===== src/assert_macros.svh =====
// Shared assertion macros; each expands to one labeled concurrent assertion
// clocked on clk and disabled while rst_n is low.
`ifndef ASSERT_MACROS_SVH
`define ASSERT_MACROS_SVH

// Expression holds at every clock edge.
`define ASSERT_ALWAYS(label, expr, msg) \
    label: assert property (@(posedge clk) disable iff (!rst_n) (expr)) \
        else $error(msg);

// Consequent holds in the cycle after the antecedent.
`define ASSERT_NEXT(label, ante, cons, msg) \
    label: assert property (@(posedge clk) disable iff (!rst_n) (ante) |=> (cons)) \
        else $error(msg);

// Consequent holds in the same cycle as the antecedent.
`define ASSERT_SAME(label, ante, cons, msg) \
    label: assert property (@(posedge clk) disable iff (!rst_n) (ante) |-> (cons)) \
        else $error(msg);

`endif


===== src/scpr_pkg.sv =====
package scpr_pkg;

    localparam int MAX_LINE    = 512;
    localparam int LEN_W       = $clog2(MAX_LINE);
    localparam int HEAD_DEPTH  = 17;
    localparam int FIELD_START = 10;
    localparam int FIELD_CHARS = 6;
    localparam int QUEUE_DEPTH = 2;
    localparam int QPTR_W      = (QUEUE_DEPTH > 1) ? $clog2(QUEUE_DEPTH) : 1;
    localparam int QCNT_W      = $clog2(QUEUE_DEPTH + 1);

    localparam logic [7:0]  CH_NUL   = 8'h00;
    localparam logic [7:0]  CH_LF    = 8'h0A;
    localparam logic [7:0]  CH_CR    = 8'h0D;
    localparam logic [7:0]  CH_ZERO  = 8'h30;
    localparam logic [7:0]  CH_NINE  = 8'h39;
    localparam logic [7:0]  CH_LA    = 8'h61;
    localparam logic [7:0]  CH_LF_HX = 8'h66;
    localparam logic [7:0]  CH_UA    = 8'h41;
    localparam logic [7:0]  CH_UF    = 8'h46;
    localparam logic [63:0] CMD_WORD = "color000";

    typedef logic [7:0] char_t;

    // One finished line, as handed from the front to the back.
    typedef struct packed {
        logic                         ok;
        logic [FIELD_CHARS-1:0][7:0]  field_chars;  // index 0 is slot FIELD_START
    } cmd_t;

    typedef struct packed {
        logic full;
        logic empty;
    } q_stat_t;

    function automatic logic is_digit(input char_t c);
        is_digit = (c >= CH_ZERO) && (c <= CH_NINE);
    endfunction

    // Returns {valid, nibble}.
    function automatic logic [4:0] hex_val(input char_t c);
        logic [7:0] d;
        begin
            hex_val = 5'd0;
            if ((c >= CH_ZERO) && (c <= CH_NINE))
            begin
                d = c - CH_ZERO;
                hex_val = {1'b1, d[3:0]};
            end
            else if ((c >= CH_LA) && (c <= CH_LF_HX))
            begin
                d = c - CH_LA + 8'd10;
                hex_val = {1'b1, d[3:0]};
            end
            else if ((c >= CH_UA) && (c <= CH_UF))
            begin
                d = c - CH_UA + 8'd10;
                hex_val = {1'b1, d[3:0]};
            end
        end
    endfunction

    // Two-character level; stops at the first non-hex character.
    function automatic logic [7:0] hex_pair(input char_t c0, input char_t c1);
        logic [4:0] v0;
        logic [4:0] v1;
        begin
            v0 = hex_val(c0);
            v1 = hex_val(c1);
            if (!v0[4])
                hex_pair = 8'd0;
            else if (!v1[4])
                hex_pair = {4'd0, v0[3:0]};
            else
                hex_pair = {v0[3:0], v1[3:0]};
        end
    endfunction

endpackage


===== src/scpr_queue.sv =====
`include "assert_macros.svh"

module scpr_queue (
    input  logic            clk,
    input  logic            rst_n,
    input  logic            push,
    input  scpr_pkg::cmd_t  push_cmd,
    input  logic            pop,
    output scpr_pkg::cmd_t  head_cmd,
    output scpr_pkg::q_stat_t stat
);
    import scpr_pkg::*;

    cmd_t              entry_reg [QUEUE_DEPTH];
    logic [QPTR_W-1:0] wr_ptr_reg, wr_ptr_next;
    logic [QPTR_W-1:0] rd_ptr_reg, rd_ptr_next;
    logic [QCNT_W-1:0] count_reg, count_next;
    logic              do_push, do_pop;

    function automatic logic [QPTR_W-1:0] ptr_inc(input logic [QPTR_W-1:0] p);
        if (p == QPTR_W'(QUEUE_DEPTH - 1))
            ptr_inc = '0;
        else
            ptr_inc = p + 1'b1;
    endfunction

    assign stat.full  = (count_reg == QCNT_W'(QUEUE_DEPTH));
    assign stat.empty = (count_reg == '0);
    assign do_push    = push && !stat.full;
    assign do_pop     = pop && !stat.empty;
    assign head_cmd   = entry_reg[rd_ptr_reg];

    always_comb
    begin
        wr_ptr_next = do_push ? ptr_inc(wr_ptr_reg) : wr_ptr_reg;
        rd_ptr_next = do_pop ? ptr_inc(rd_ptr_reg) : rd_ptr_reg;
        count_next  = count_reg;
        if (do_push && !do_pop)
            count_next = count_reg + 1'b1;
        else if (do_pop && !do_push)
            count_next = count_reg - 1'b1;
    end

    always_ff @(posedge clk or negedge rst_n)
    begin
        if (!rst_n)
        begin
            wr_ptr_reg <= '0;
            rd_ptr_reg <= '0;
            count_reg  <= '0;
        end
        else
        begin
            wr_ptr_reg <= wr_ptr_next;
            rd_ptr_reg <= rd_ptr_next;
            count_reg  <= count_next;
        end
    end

    always_ff @(posedge clk)
    begin
        if (do_push)
            entry_reg[wr_ptr_reg] <= push_cmd;
    end

    `ASSERT_ALWAYS(a_q_count_cap, count_reg <= QCNT_W'(QUEUE_DEPTH), "queue count past depth")
    `ASSERT_SAME(a_q_no_overrun, push, !stat.full, "push into full queue")

endmodule


===== src/scpr_front.sv =====
`include "assert_macros.svh"

module scpr_front (
    input  logic              clk,
    input  logic              rst_n,
    input  logic              in_valid,
    output logic              in_stall,
    input  logic [7:0]        rx_byte,
    input  scpr_pkg::q_stat_t q_stat,
    output logic              push,
    output scpr_pkg::cmd_t    push_cmd
);
    import scpr_pkg::*;

    char_t            head_reg [HEAD_DEPTH];
    char_t            head_next [HEAD_DEPTH];
    logic [LEN_W-1:0] len_reg, len_next;
    logic [LEN_W-1:0] len_plus;
    logic             accept;
    logic             is_cr, is_skip, can_store;
    logic             word_ok, count_ok;

    assign in_stall  = q_stat.full;
    assign accept    = in_valid && !in_stall;
    assign is_cr     = (rx_byte == CH_CR);
    assign is_skip   = (rx_byte == CH_NUL) || (rx_byte == CH_LF);
    assign can_store = (len_reg < LEN_W'(MAX_LINE - 1));
    assign len_plus  = len_reg + 1'b1;

    // Classify the line held in the head slots.
    always_comb
    begin
        word_ok = 1'b1;
        for (int i = 0; i < 8; i++)
        begin
            if (head_reg[i] != CMD_WORD[63 - 8 * i -: 8])
                word_ok = 1'b0;
        end
        count_ok = is_digit(head_reg[8])
            && ((head_reg[8] != CH_ZERO)
                || (is_digit(head_reg[9]) && (head_reg[9] != CH_ZERO)));
        push_cmd.ok = word_ok && count_ok;
        for (int k = 0; k < FIELD_CHARS; k++)
            push_cmd.field_chars[k] = head_reg[FIELD_START + k];
    end

    assign push = accept && is_cr && (len_reg != '0);

    always_comb
    begin
        len_next = len_reg;
        for (int i = 0; i < HEAD_DEPTH; i++)
            head_next[i] = head_reg[i];
        if (accept && !is_skip)
        begin
            if (is_cr)
                len_next = '0;
            else if (can_store)
            begin
                // Write the character and zero the slot after it.
                for (int i = 0; i < HEAD_DEPTH; i++)
                begin
                    if (len_reg == LEN_W'(i))
                        head_next[i] = rx_byte;
                    else if (len_plus == LEN_W'(i))
                        head_next[i] = CH_NUL;
                end
                len_next = len_plus;
            end
        end
    end

    always_ff @(posedge clk or negedge rst_n)
    begin
        if (!rst_n)
        begin
            len_reg <= '0;
            for (int i = 0; i < HEAD_DEPTH; i++)
                head_reg[i] <= CH_NUL;
        end
        else
        begin
            len_reg <= len_next;
            for (int i = 0; i < HEAD_DEPTH; i++)
                head_reg[i] <= head_next[i];
        end
    end

    `ASSERT_ALWAYS(a_len_cap, len_reg <= LEN_W'(MAX_LINE - 1), "line length past cap")

endmodule


===== src/scpr_back.sv =====
`include "assert_macros.svh"

module scpr_back (
    input  logic              clk,
    input  logic              rst_n,
    input  scpr_pkg::cmd_t    cmd,
    input  scpr_pkg::q_stat_t q_stat,
    output logic              pop,
    output logic              out_valid,
    input  logic              out_stall,
    output logic              status,
    output logic [7:0]        red,
    output logic [7:0]        green,
    output logic [7:0]        blue
);
    import scpr_pkg::*;

    logic [23:0] held_color_reg, held_color_next;
    logic        valid_reg, valid_next;
    logic        status_reg;
    logic [23:0] color_out_reg;
    logic [23:0] decoded;

    assign decoded = {hex_pair(cmd.field_chars[0], cmd.field_chars[1]),
                      hex_pair(cmd.field_chars[2], cmd.field_chars[3]),
                      hex_pair(cmd.field_chars[4], cmd.field_chars[5])};

    // Advance when the output register is free or being taken.
    assign pop = !q_stat.empty && (!valid_reg || !out_stall);

    always_comb
    begin
        held_color_next = held_color_reg;
        if (pop && cmd.ok)
            held_color_next = decoded;
        valid_next = valid_reg;
        if (pop)
            valid_next = 1'b1;
        else if (!out_stall)
            valid_next = 1'b0;
    end

    always_ff @(posedge clk or negedge rst_n)
    begin
        if (!rst_n)
        begin
            held_color_reg <= '0;
            valid_reg      <= 1'b0;
        end
        else
        begin
            held_color_reg <= held_color_next;
            valid_reg      <= valid_next;
        end
    end

    always_ff @(posedge clk)
    begin
        if (pop)
        begin
            status_reg    <= !cmd.ok;
            color_out_reg <= held_color_next;
        end
    end

    assign out_valid = valid_reg;
    assign status    = status_reg;
    assign red       = color_out_reg[23:16];
    assign green     = color_out_reg[15:8];
    assign blue      = color_out_reg[7:0];

    `ASSERT_NEXT(a_held_keep, !(pop && cmd.ok), held_color_reg == $past(held_color_reg), "held color changed without color command")
    `ASSERT_SAME(a_pop_nonempty, pop, !q_stat.empty, "pop from empty queue")

endmodule


===== src/serial_color_command_parser_top.sv =====
// Serial color command parser. Takes one received byte per cycle on rx_byte
// (in_valid/in_stall); NUL and LF are dropped, CR closes the line, and every
// non-empty line yields one transaction on status/red/green/blue
// (out_valid/out_stall): status 0 when the line starts with "color000", a
// nonzero 1-2 digit count, and slots 10 to 15 then load the held color as hex
// RGB; status 1 otherwise with the held color unchanged. Throughput is one
// byte per cycle while in_stall is low. Each line's command passes through
// a two-entry command queue between the line front end and the decode stage
// into its output register; in_stall rises only when that queue is full,
// i.e. when results back up behind out_stall. No clearing pass after reset.
module serial_color_command_parser_top (
    input  logic       clk,
    input  logic       rst_n,
    input  logic       in_valid,
    output logic       in_stall,
    input  logic [7:0] rx_byte,
    output logic       out_valid,
    input  logic       out_stall,
    output logic       status,
    output logic [7:0] red,
    output logic [7:0] green,
    output logic [7:0] blue
);
    import scpr_pkg::*;

    cmd_t    push_cmd;
    cmd_t    head_cmd;
    q_stat_t q_stat;
    logic    push;
    logic    pop;

    scpr_front u_front (
        .clk      (clk),
        .rst_n    (rst_n),
        .in_valid (in_valid),
        .in_stall (in_stall),
        .rx_byte  (rx_byte),
        .q_stat   (q_stat),
        .push     (push),
        .push_cmd (push_cmd)
    );

    scpr_queue u_queue (
        .clk      (clk),
        .rst_n    (rst_n),
        .push     (push),
        .push_cmd (push_cmd),
        .pop      (pop),
        .head_cmd (head_cmd),
        .stat     (q_stat)
    );

    scpr_back u_back (
        .clk       (clk),
        .rst_n     (rst_n),
        .cmd       (head_cmd),
        .q_stat    (q_stat),
        .pop       (pop),
        .out_valid (out_valid),
        .out_stall (out_stall),
        .status    (status),
        .red       (red),
        .green     (green),
        .blue      (blue)
    );

endmodule


===== config.mk =====
export PLATFORM = sky130hd
export DESIGN_NAME = serial_color_command_parser_top
export DESIGN_NICKNAME = d
export VERILOG_FILES = /design/src/scpr_pkg.sv /design/src/scpr_queue.sv /design/src/scpr_front.sv /design/src/scpr_back.sv /design/src/serial_color_command_parser_top.sv
export VERILOG_INCLUDE_DIRS = /design/src /design/src/src
export SDC_FILE = /design/constraint.sdc
export NUM_CORES = 1
export LEC_CHECK = 0
export ABC_AREA = 1
export BUFFER_PORTS_ARGS = -buffer_cell sky130_fd_sc_hd__buf_2
export CORE_AREA = 2 2 238 240
export CTS_CLUSTER_SIZE = 20
export DETAILED_ROUTE_END_ITERATION = 16
export DIE_AREA = 0 0 240 242
export HOLD_SLACK_MARGIN = 0.15
export MAX_ROUTING_LAYER = met4
export SLEW_MARGIN = 20
export SYNTH_ARGS = -nofsm -noshare
export SYNTH_HDL_FRONTEND = slang
export SYNTH_SLANG_ARGS = --single-unit

===== constraint.sdc =====
create_clock -name clk -period 5.19 [get_ports clk]
set_input_delay 0.7785 -clock clk [delete_from_list [all_inputs] [get_ports clk]]
set_output_delay 0.7785 -clock clk [all_outputs]
set_load 0.02 [all_outputs]

After elaboration in Yosys (flattened, before gate mapping) --
Memories as Yosys holds them, arrays and structs flattened. Index checks and enable logic that the tools add are counted.
Cells by class: equality and inequality tests 44, muxes and demuxes 75, reduce and logical (&&, ||, !) cells 84, add/sub/neg operators 35, bitwise operators 1, $lt $le $gt $ge 41
Operators with widths (number):
- 8-bit two-way mux | 38
- 9-bit by 4-bit equality test with 1-bit output (second input constant) | 16
- 8-bit by 7-bit greater-or-equal comparator with 1-bit output (second input constant) | 12
- 8-bit by 7-bit less-or-equal comparator with 1-bit output (second input constant) | 12
- 5-bit two-way mux | 18
- 9-bit by 3-bit equality test with 1-bit output (second input constant) | 8
- 4-bit by 1-bit subtractor with 4-bit output (second input constant) | 18
- 8-bit by 6-bit greater-or-equal comparator with 1-bit output (second input constant) | 8
- 8-bit by 6-bit less-or-equal comparator with 1-bit output (second input constant) | 8
- 4-bit AND reduction | 16
- 4-bit adder (second input constant) | 12
- 8-bit by 6-bit != test with 1-bit output (second input constant) | 5
- 8-bit by 7-bit != test with 1-bit output (second input constant) | 5
- 9-bit by 2-bit equality test with 1-bit output (second input constant) | 4
- 2-bit nonzero test | 18
- 1-bit logical AND | 33
- 24-bit two-way mux | 1
- 9-bit by 1-bit equality test with 1-bit output (second input constant) | 2
- 9-bit logical NOT | 2
- 9-bit two-way mux | 2
- 8-bit by 4-bit equality test with 1-bit output (second input constant) | 2
- 1-bit two-way mux | 14
- 9-bit by 1-bit adder with 9-bit output (second input constant) | 1
- 9-bit < comparator (second input constant) | 1
- other kinds (13) | 24
Storage, ports and cells: memories kept 1, bits of input ports 12, memory bits (writable) 98, bits in registers 191
Memory list:
- u_queue.entry_reg | depth 2, bits a word 49, rd ports 1, clocked after memory_dff 0, wr ports 1, RTL line scpr_queue.sv:14 | cmd_t entry_reg [QUEUE_DEPTH];

Logic depth before layout (Yosys ltp) --
Gate-level depths: netlist of the first run.
depth after elaboration 10, depth in mapped cells 18

Cells and area by module --
From an unflattened synthesis of the first run, not the netlist that was laid out.
Unflattened totals: cell total of the unflattened synthesis 1510, area, all modules 13777.0 µm²
Modules (own cells, without submodules):
- scpr_front | times used 1, cells an instance 843, seq. area each 3428.3 µm², area each 6834.1 µm²
- scpr_queue | times used 1, cells an instance 288, seq. area each 3042.9 µm², area each 3822.4 µm²
- scpr_back | times used 1, cells an instance 379, seq. area each 1376.3 µm², area each 3120.5 µm²

Worst setup path before layout of the first run --
OpenSTA, ideal clock, no wires.
kind input port to flip-flop, start point in rx_byte[4], end point mem u_queue.entry_reg[0][0] (netlist bit), enable pin, setup slack 1008 ps, stages on the path 8, data required time 4734 ps, arrival time 3727 ps, buffers on the path 1, setup time 456 ps, path through buf_2 > nor2_1 > nand2_1 > nor2_1 > nand3_1 > nor3_1 > inv_1 > nor2_1
Between the ends: word-level cells in the longest chain between the ends 6
RTL lines:
- start, declared | RTL line serial_color_command_parser_top.sv:16 | input logic [7:0] rx_byte,
- 8-bit by 4-bit equality test with 1-bit output | RTL line scpr_front.sv:25 | assign is_cr = (rx_byte == CH_CR);
- 1-bit logical AND (2 in series) | RTL line scpr_front.sv:47 | assign push = accept && is_cr && (len_reg != '0);
- 1-bit logical AND | RTL line scpr_queue.sv:29 | assign do_push = push && !stat.full;
- via u_queue.do_push | RTL line scpr_queue.sv:18 | logic do_push, do_pop;
- 1-bit two-way mux | RTL line scpr_queue.sv:62 | if (do_push)
- 1-bit two-way mux (implied by the code) | RTL line scpr_queue.sv:63 | entry_reg[wr_ptr_reg] <= push_cmd;
- end, declared | RTL line scpr_queue.sv:14
The timed path passes the listed nets, and every way through them passes these cells.

Final worst setup path of the first run --
start point reg u_front.len_reg[0], end point mem u_queue.entry_reg[0][11] (netlist bit), enable pin
Between the ends: word-level cells in the longest chain between the ends 5
RTL lines:
- start, declared | RTL line scpr_front.sv:17 | logic [LEN_W-1:0] len_reg, len_next;
- start signal, assigned | RTL line scpr_front.sv:83 | len_reg <= len_next;
- 9-bit nonzero test | RTL line scpr_front.sv:47
- 1-bit logical AND | RTL line scpr_front.sv:47
- 1-bit logical AND | RTL line scpr_queue.sv:29
- via u_queue.do_push | RTL line scpr_queue.sv:18
- 1-bit two-way mux | RTL line scpr_queue.sv:62
- 1-bit two-way mux (implied by the code) | RTL line scpr_queue.sv:63
The timed path passes the listed nets, and every way through them passes these cells.

==> results of run 1 <==
[kinds of logic after synthesis]
group / count (synthesis) / share of synthesized area
AO/OA/AOI/OAI: 56 / 0.0214
flip-flops: 289 / 0.572
adder cells (fa/ha/maj): 30 / 0.0274
buffers and inverters: 168 / 0.0575
AND/OR/NAND/NOR: 950 / 0.317
XOR/XNOR: 7 / 0.00447
[per-layer routing]
| layer | wire length, µm | vias up | global-route usage |
|---|---|---|---|
| met5 | 0 | - | - |
| met4 | 1060 | 0 | 0.0418 |
| met3 | 1320 | 71 | 0.0185 |
| met2 | 13500 | 208 | 0.164 |
| met1 | 13900 | 4578 | 0.138 |
| li1 | - | 4951 | - |
[stage by stage]
| stage | cells | utilization |
|---|---|---|
| finish | 2304 | 0.280 |
| global route | 2304 | 0.280 |
| global placement | 2247 | 0.262 |
| detailed placement | 2247 | 0.262 |
| floorplan | 1500 | - |
| CTS | 2304 | 0.280 |
[layout make-up]
| class | count | area, µm² |
|---|---|---|
| fillers | 5878 | 40100 |
| flip-flops and latches | 289 | 7850 |
| multi-input cells | 1043 | 5100 |
| well taps | 756 | 946 |
| clock buffers | 39 | 836 |
| inverters | 112 | 423 |
| repair buffers | 47 | 277 |
| clock inverters | 18 | 174 |
[cell usage after synthesis, drive strengths merged]
master    n  area (µm²)
nand2   598        2400
dfrtp   166        4150
nand3   166         923
edfxtp  123        3690
inv     109         412
nor2     96         439
nand4    60         375
o21ai    47         239
buf      46         327
ha       30         375
nor3     12        85.1
clkbuf   10        38.8
a21oi     7        38.8
nor4      7        43.8
nand3b    6        45.0
xnor2     4        35.0
clkinv    3        11.3
xor2      3        26.3
nor3b     2        15.0
or2       2        12.5
and2b     1        7.51
o21a      1        7.51
o21bai    1        7.51
[power by group through the flow]
stage	Clock [W]	Sequential (W)	Combinational [W]
floorplan	0	0.00346	0.00213
global placement	0	0.00350	0.00266
detailed placement	0	0.00352	0.00273
CTS	0.00224	0.00349	0.00274
global route	0.00232	0.00356	0.00309
finish	0.00218	0.00348	0.00272
[worst max-delay path: stages, from the launching register on]
cell and delay (ps):
dfrtp_1 440, inv_1 130, ha_1 210, inv_1 180, nor2_1 110, inv_1 120
nor2_2 110, nor3_1 420, inv_1 210, nor2_4 370, buf_4 500
[worst max path at each step]
stage | end | slack, ps | cells past startpoint
floorplan | u_queue.entry_reg[0][0] | 1010 | 8
global placement | u_queue.entry_reg[0][11] | 1770 | 8
finish | u_queue.entry_reg[0][11] | 2000 | 10
global route | u_queue.entry_reg[0][13] | 1680 | 10
detailed placement | u_queue.entry_reg[1][15] | 1680 | 8
CTS | u_queue.entry_reg[0][38] | 2010 | 10
==> impl_metrics.toml, run 1 <==
[worst_setup_path]
cp_max_fo = 36
r2r_setup_slack_ps = 2000
timing.rr.end = "u_queue.entry_reg[0][11]"
r2r-start = "u_front.len_reg[0]"
worstSetupStartpointType = "flop"
required_ps = 5390
cp-end-kind = "flop"
worstRegToRegCells = 10
critical_path_arrival_ps = 3390
crit_start = "u_front.len_reg[0]"
crit_type = "flop to flop"

[power]
total_power_w = 0.00838
ir_worst_vdd_mv = 0.294
p_per_area_nw_per_um2 = 537
pwr-share-seq = 0.415
clkPwrFrac = 0.260
switching_power_w = 0.00325
power.leakage_nw = 7.33
p_sw_frac = 0.388
combPwrFrac = 0.324
power.internal_w = 0.00513

[place]
io_buffers = 38
place_hpwl_mm = 20.1
place_area_um2 = 14600
dp_slack_ps = 1680
gp_congestion = 0.876

[sta]
min_period_ps = 3190
finClkSkew_ps = 10.5
hold_ws_ps = 330
fmax_mhz = 314
relSlewSlack = 0.315
final-setup-viol-count = 0
post-route-period-util = 0.614
timing.final.ws_setup_ps = 2000
drv_slew = 0
final.setup.tns_ps = 0
grt_setup_unrepaired = "no"
tightest_slew_ps = 1030
final_hold_viol_count = 0

[grt]
grt_max_degree = 137
antenna_found_initial = 0
gr-usage-all-layers = 0.106
grt_pass1_wl_mm = 49.1
overflow = 0
first_global_vias = 9458

[clock_tree]
cts.reportedPaths.clkPinSlew_ps = 60
cts_num_sinks = 289
postCtsSetupRepairBufs = 0
h-tree-depth = 1
hold_buffers = 0
clockRootBuffer = "clkbuf_16"
cts_tree = "done"
clock_path_buffers = 3
clkLatencyLatePin_ps = 560
cts-buffers-inserted = 31
cts_resized = 0

[detailed_routing]
wl_mm = 29.8
via_count = 9808
wl_per_cell_um = 12.9
dr.pass1.iters = 5
drcViolationCount = 0
drtIter0Drc = 705
viasPerCell = 4.26
antenna_violating_nets_post_route = 0

[synth]
syn_area_um2 = 13700
yosysSeqAreaShare = 0.572
syn_avg_cell_area_um2 = 9.14
synthDistinctLibCells = 42
syn-num-nets = 1542
syn_inst = 1500
ys_warn_count = 0
ys_ff_latch = 289

[die]
die_w_um = 240
die-area_um2 = 58100
io-pin-count = 39
fp-row-count = 87
start_util = 0.246
core_area_um2 = 55700
fp.dieH_um = 242

[finish]
final_common_cell = "nand2_1"
final_area_um2 = 15600
diodes = 0
synthToLayoutAreaGrowth_pct = 13.8
final_cell_mix = "nand2_1 (561), dfrtp_1 (165), nand3_1 (149)"
drive_above_1_share = 0.127
finalNetCount = 1566
largest_reg_flops = 98

[flow_run]
cap_violations = 0

[hold_path]
holdCritPathClass = "input port to asynchronous set/reset pin"

[status]
status = "complete, no violations"
Power figures use the tool's default switching activity.
==> inputs of run 2 (changes only) <==
Clock period 5.19 ns to 3 ns, I/O delays scaled along.
==> run 2 against run 1 <==
Against the previous run: utilization grew 0.77 points; critical endpoint is now u_back.color_out_reg[14]; flip-flop and latch count is the same; hold slack lost 140 ps; sequential power grew 72%; sequential share of layout area shrank 1.3 points; via count grew 1.8%; count of clock-buffer cells in the layout grew 4; maximum frequency grew 19%; largest cell class unchanged; critical path type unchanged; clock power grew 97%; combinational power grew 81%.
==> impl_metrics.toml, run 2 (same netlist as run 1, synthesis figures left out) <==
[hold_path]
holdCritPathClass = "input port to flop"

[status]
status = "complete, no violations"

[detailed_routing]
drtIter0Drc = 661
drcViolationCount = 0
wl_per_cell_um = 12.9
dr.pass1.iters = 6
via_count = 9986
wl_mm = 30.1
antenna_violating_nets_post_route = 0
viasPerCell = 4.28

[die]
core_area_um2 = 55700
fp-row-count = 87
die_w_um = 240
start_util = 0.246
fp.dieH_um = 242
io-pin-count = 39
die-area_um2 = 58100

[power]
power.leakage_nw = 7.58
ir_worst_vdd_mv = 0.475
p_per_area_nw_per_um2 = 948

[sta]
grt_setup_unrepaired = "no"
final-setup-viol-count = 0
finClkSkew_ps = 20.7
fmax_mhz = 373
tightest_slew_ps = 713
min_period_ps = 2680
relSlewSlack = 0.522
final_hold_viol_count = 0
post-route-period-util = 0.893
drv_slew = 0

[finish]
instances_no_fill = 2332
largest_reg_flops = 98
final_cell_mix = "nand2_1 (561), dfrtp_1 (165), nand3_1 (149)"
synthToLayoutAreaGrowth_pct = 16.9
drive_above_1_share = 0.144
diodes = 0
final_common_cell = "nand2_1"
utilization = 0.288
finalNetCount = 1595

[place]
gp_congestion = 0.883
io_buffers = 38
place_hpwl_mm = 20.2
placed_cells = 2272

[grt]
grt_max_degree = 80
grt_pass1_wl_mm = 50.8
overflow = 0
first_global_vias = 9925
antenna_found_initial = 0
gr-usage-all-layers = 0.109

[clock_tree]
clock_path_buffers = 3
clkLatencyLatePin_ps = 500
cts.reportedPaths.clkPinSlew_ps = 60
cts-buffers-inserted = 34
cts_num_sinks = 289
cts_tree = "done"
clockRootBuffer = "clkbuf_16"
h-tree-depth = 2
postCtsSetupRepairBufs = 0

[worst_setup_path]
required_ps = 3250
crit_type = "flop to flop"
worstSetupStartpointType = "flop"
cp_max_fo = 30
critical_path_arrival_ps = 2930
cp-end-kind = "flop"

[flow_run]
cap_violations = 0
-- run 2: worst paths after layout --
kind / startpoint / endpoint / slack, ps / cells after the start
setup / recovery: u_queue.rd_ptr_reg / u_back.color_out_reg[14] / 320 / 15
hold / removal: out_stall / u_back.out_valid / 190 / 3
setup reg to reg: u_queue.rd_ptr_reg / u_back.color_out_reg[14] / 320 / 15
hold reg to reg: u_front.push_cmd[16] / u_queue.entry_reg[1][16] / 470 / 0
max in group asynchronous: rst_n / u_front.head_reg[65] / 1800 / 3
min in group asynchronous: rst_n / u_queue.rd_ptr_reg / 410 / 2
-- run 2: worst max-delay path: stages, from the launching register on --
cell and delay, ps:
dfrtp_4 600, inv_4 310, nand2_1 90, nand2_1 190
inv_1 100, ha_1 220, inv_1 60, nand2_1 50
nand3_1 70, nand2_1 80, nand2_1 100, nor2_2 50
nor2_2 230, nor2_1 100, nand3_1 100, nand2_1 60
-- run 2: area by class of cell --
cell class | count | area [µm²]
clock inverter | 16 | 245
fill | 5795 | 39700
tap | 756 | 946
sequential | 289 | 7850
inverter | 112 | 423
clock buffer | 43 | 945
multi-input combinational | 1043 | 5090
timing repair buffer | 73 | 524
-- run 2: power breakdown --
| group | internal [W] | leakage (nW) | switching (W) |
|---|---|---|---|
| sequential | 0.00530 | 3.37 | 0.000674 |
| clock | 0.00274 | 0.585 | 0.00156 |
| combinational | 0.00149 | 3.63 | 0.00342 |
| total | 0.00954 | 7.58 | 0.00565 |
-- run 2: timing repair --
action	CTS	global route
setup endpoints to repair	0	3
resized for setup	0	1
endpoints found under the hold margin	29	0
hold buffers	1	0
-- run 2: per-layer routing --
metal,global-route usage,part of all wire,up-vias
met5,-,0,-
met4,0.0331,0.023,0
met3,0.0179,0.043,48
met2,0.174,0.47,191
met1,0.141,0.46,4720
li1,-,-,5027
-- run 2: per-stage QoR --
stage          setup WS [ps]  instance area, µm²  hold slack, ps  setup TNS [ps]  total power [W]
6_report                 321               16000             189               0           0.0152
5_1_grt                 41.2               16000             210               0           0.0163
3_3_place_gp             342               14800             362               0           0.0108
4_1_cts                  258               16000             174               0           0.0153
2_1_floorplan           -173               13700             154          -16930          0.00966
3_5_place_dp             251               14800             360               0           0.0110
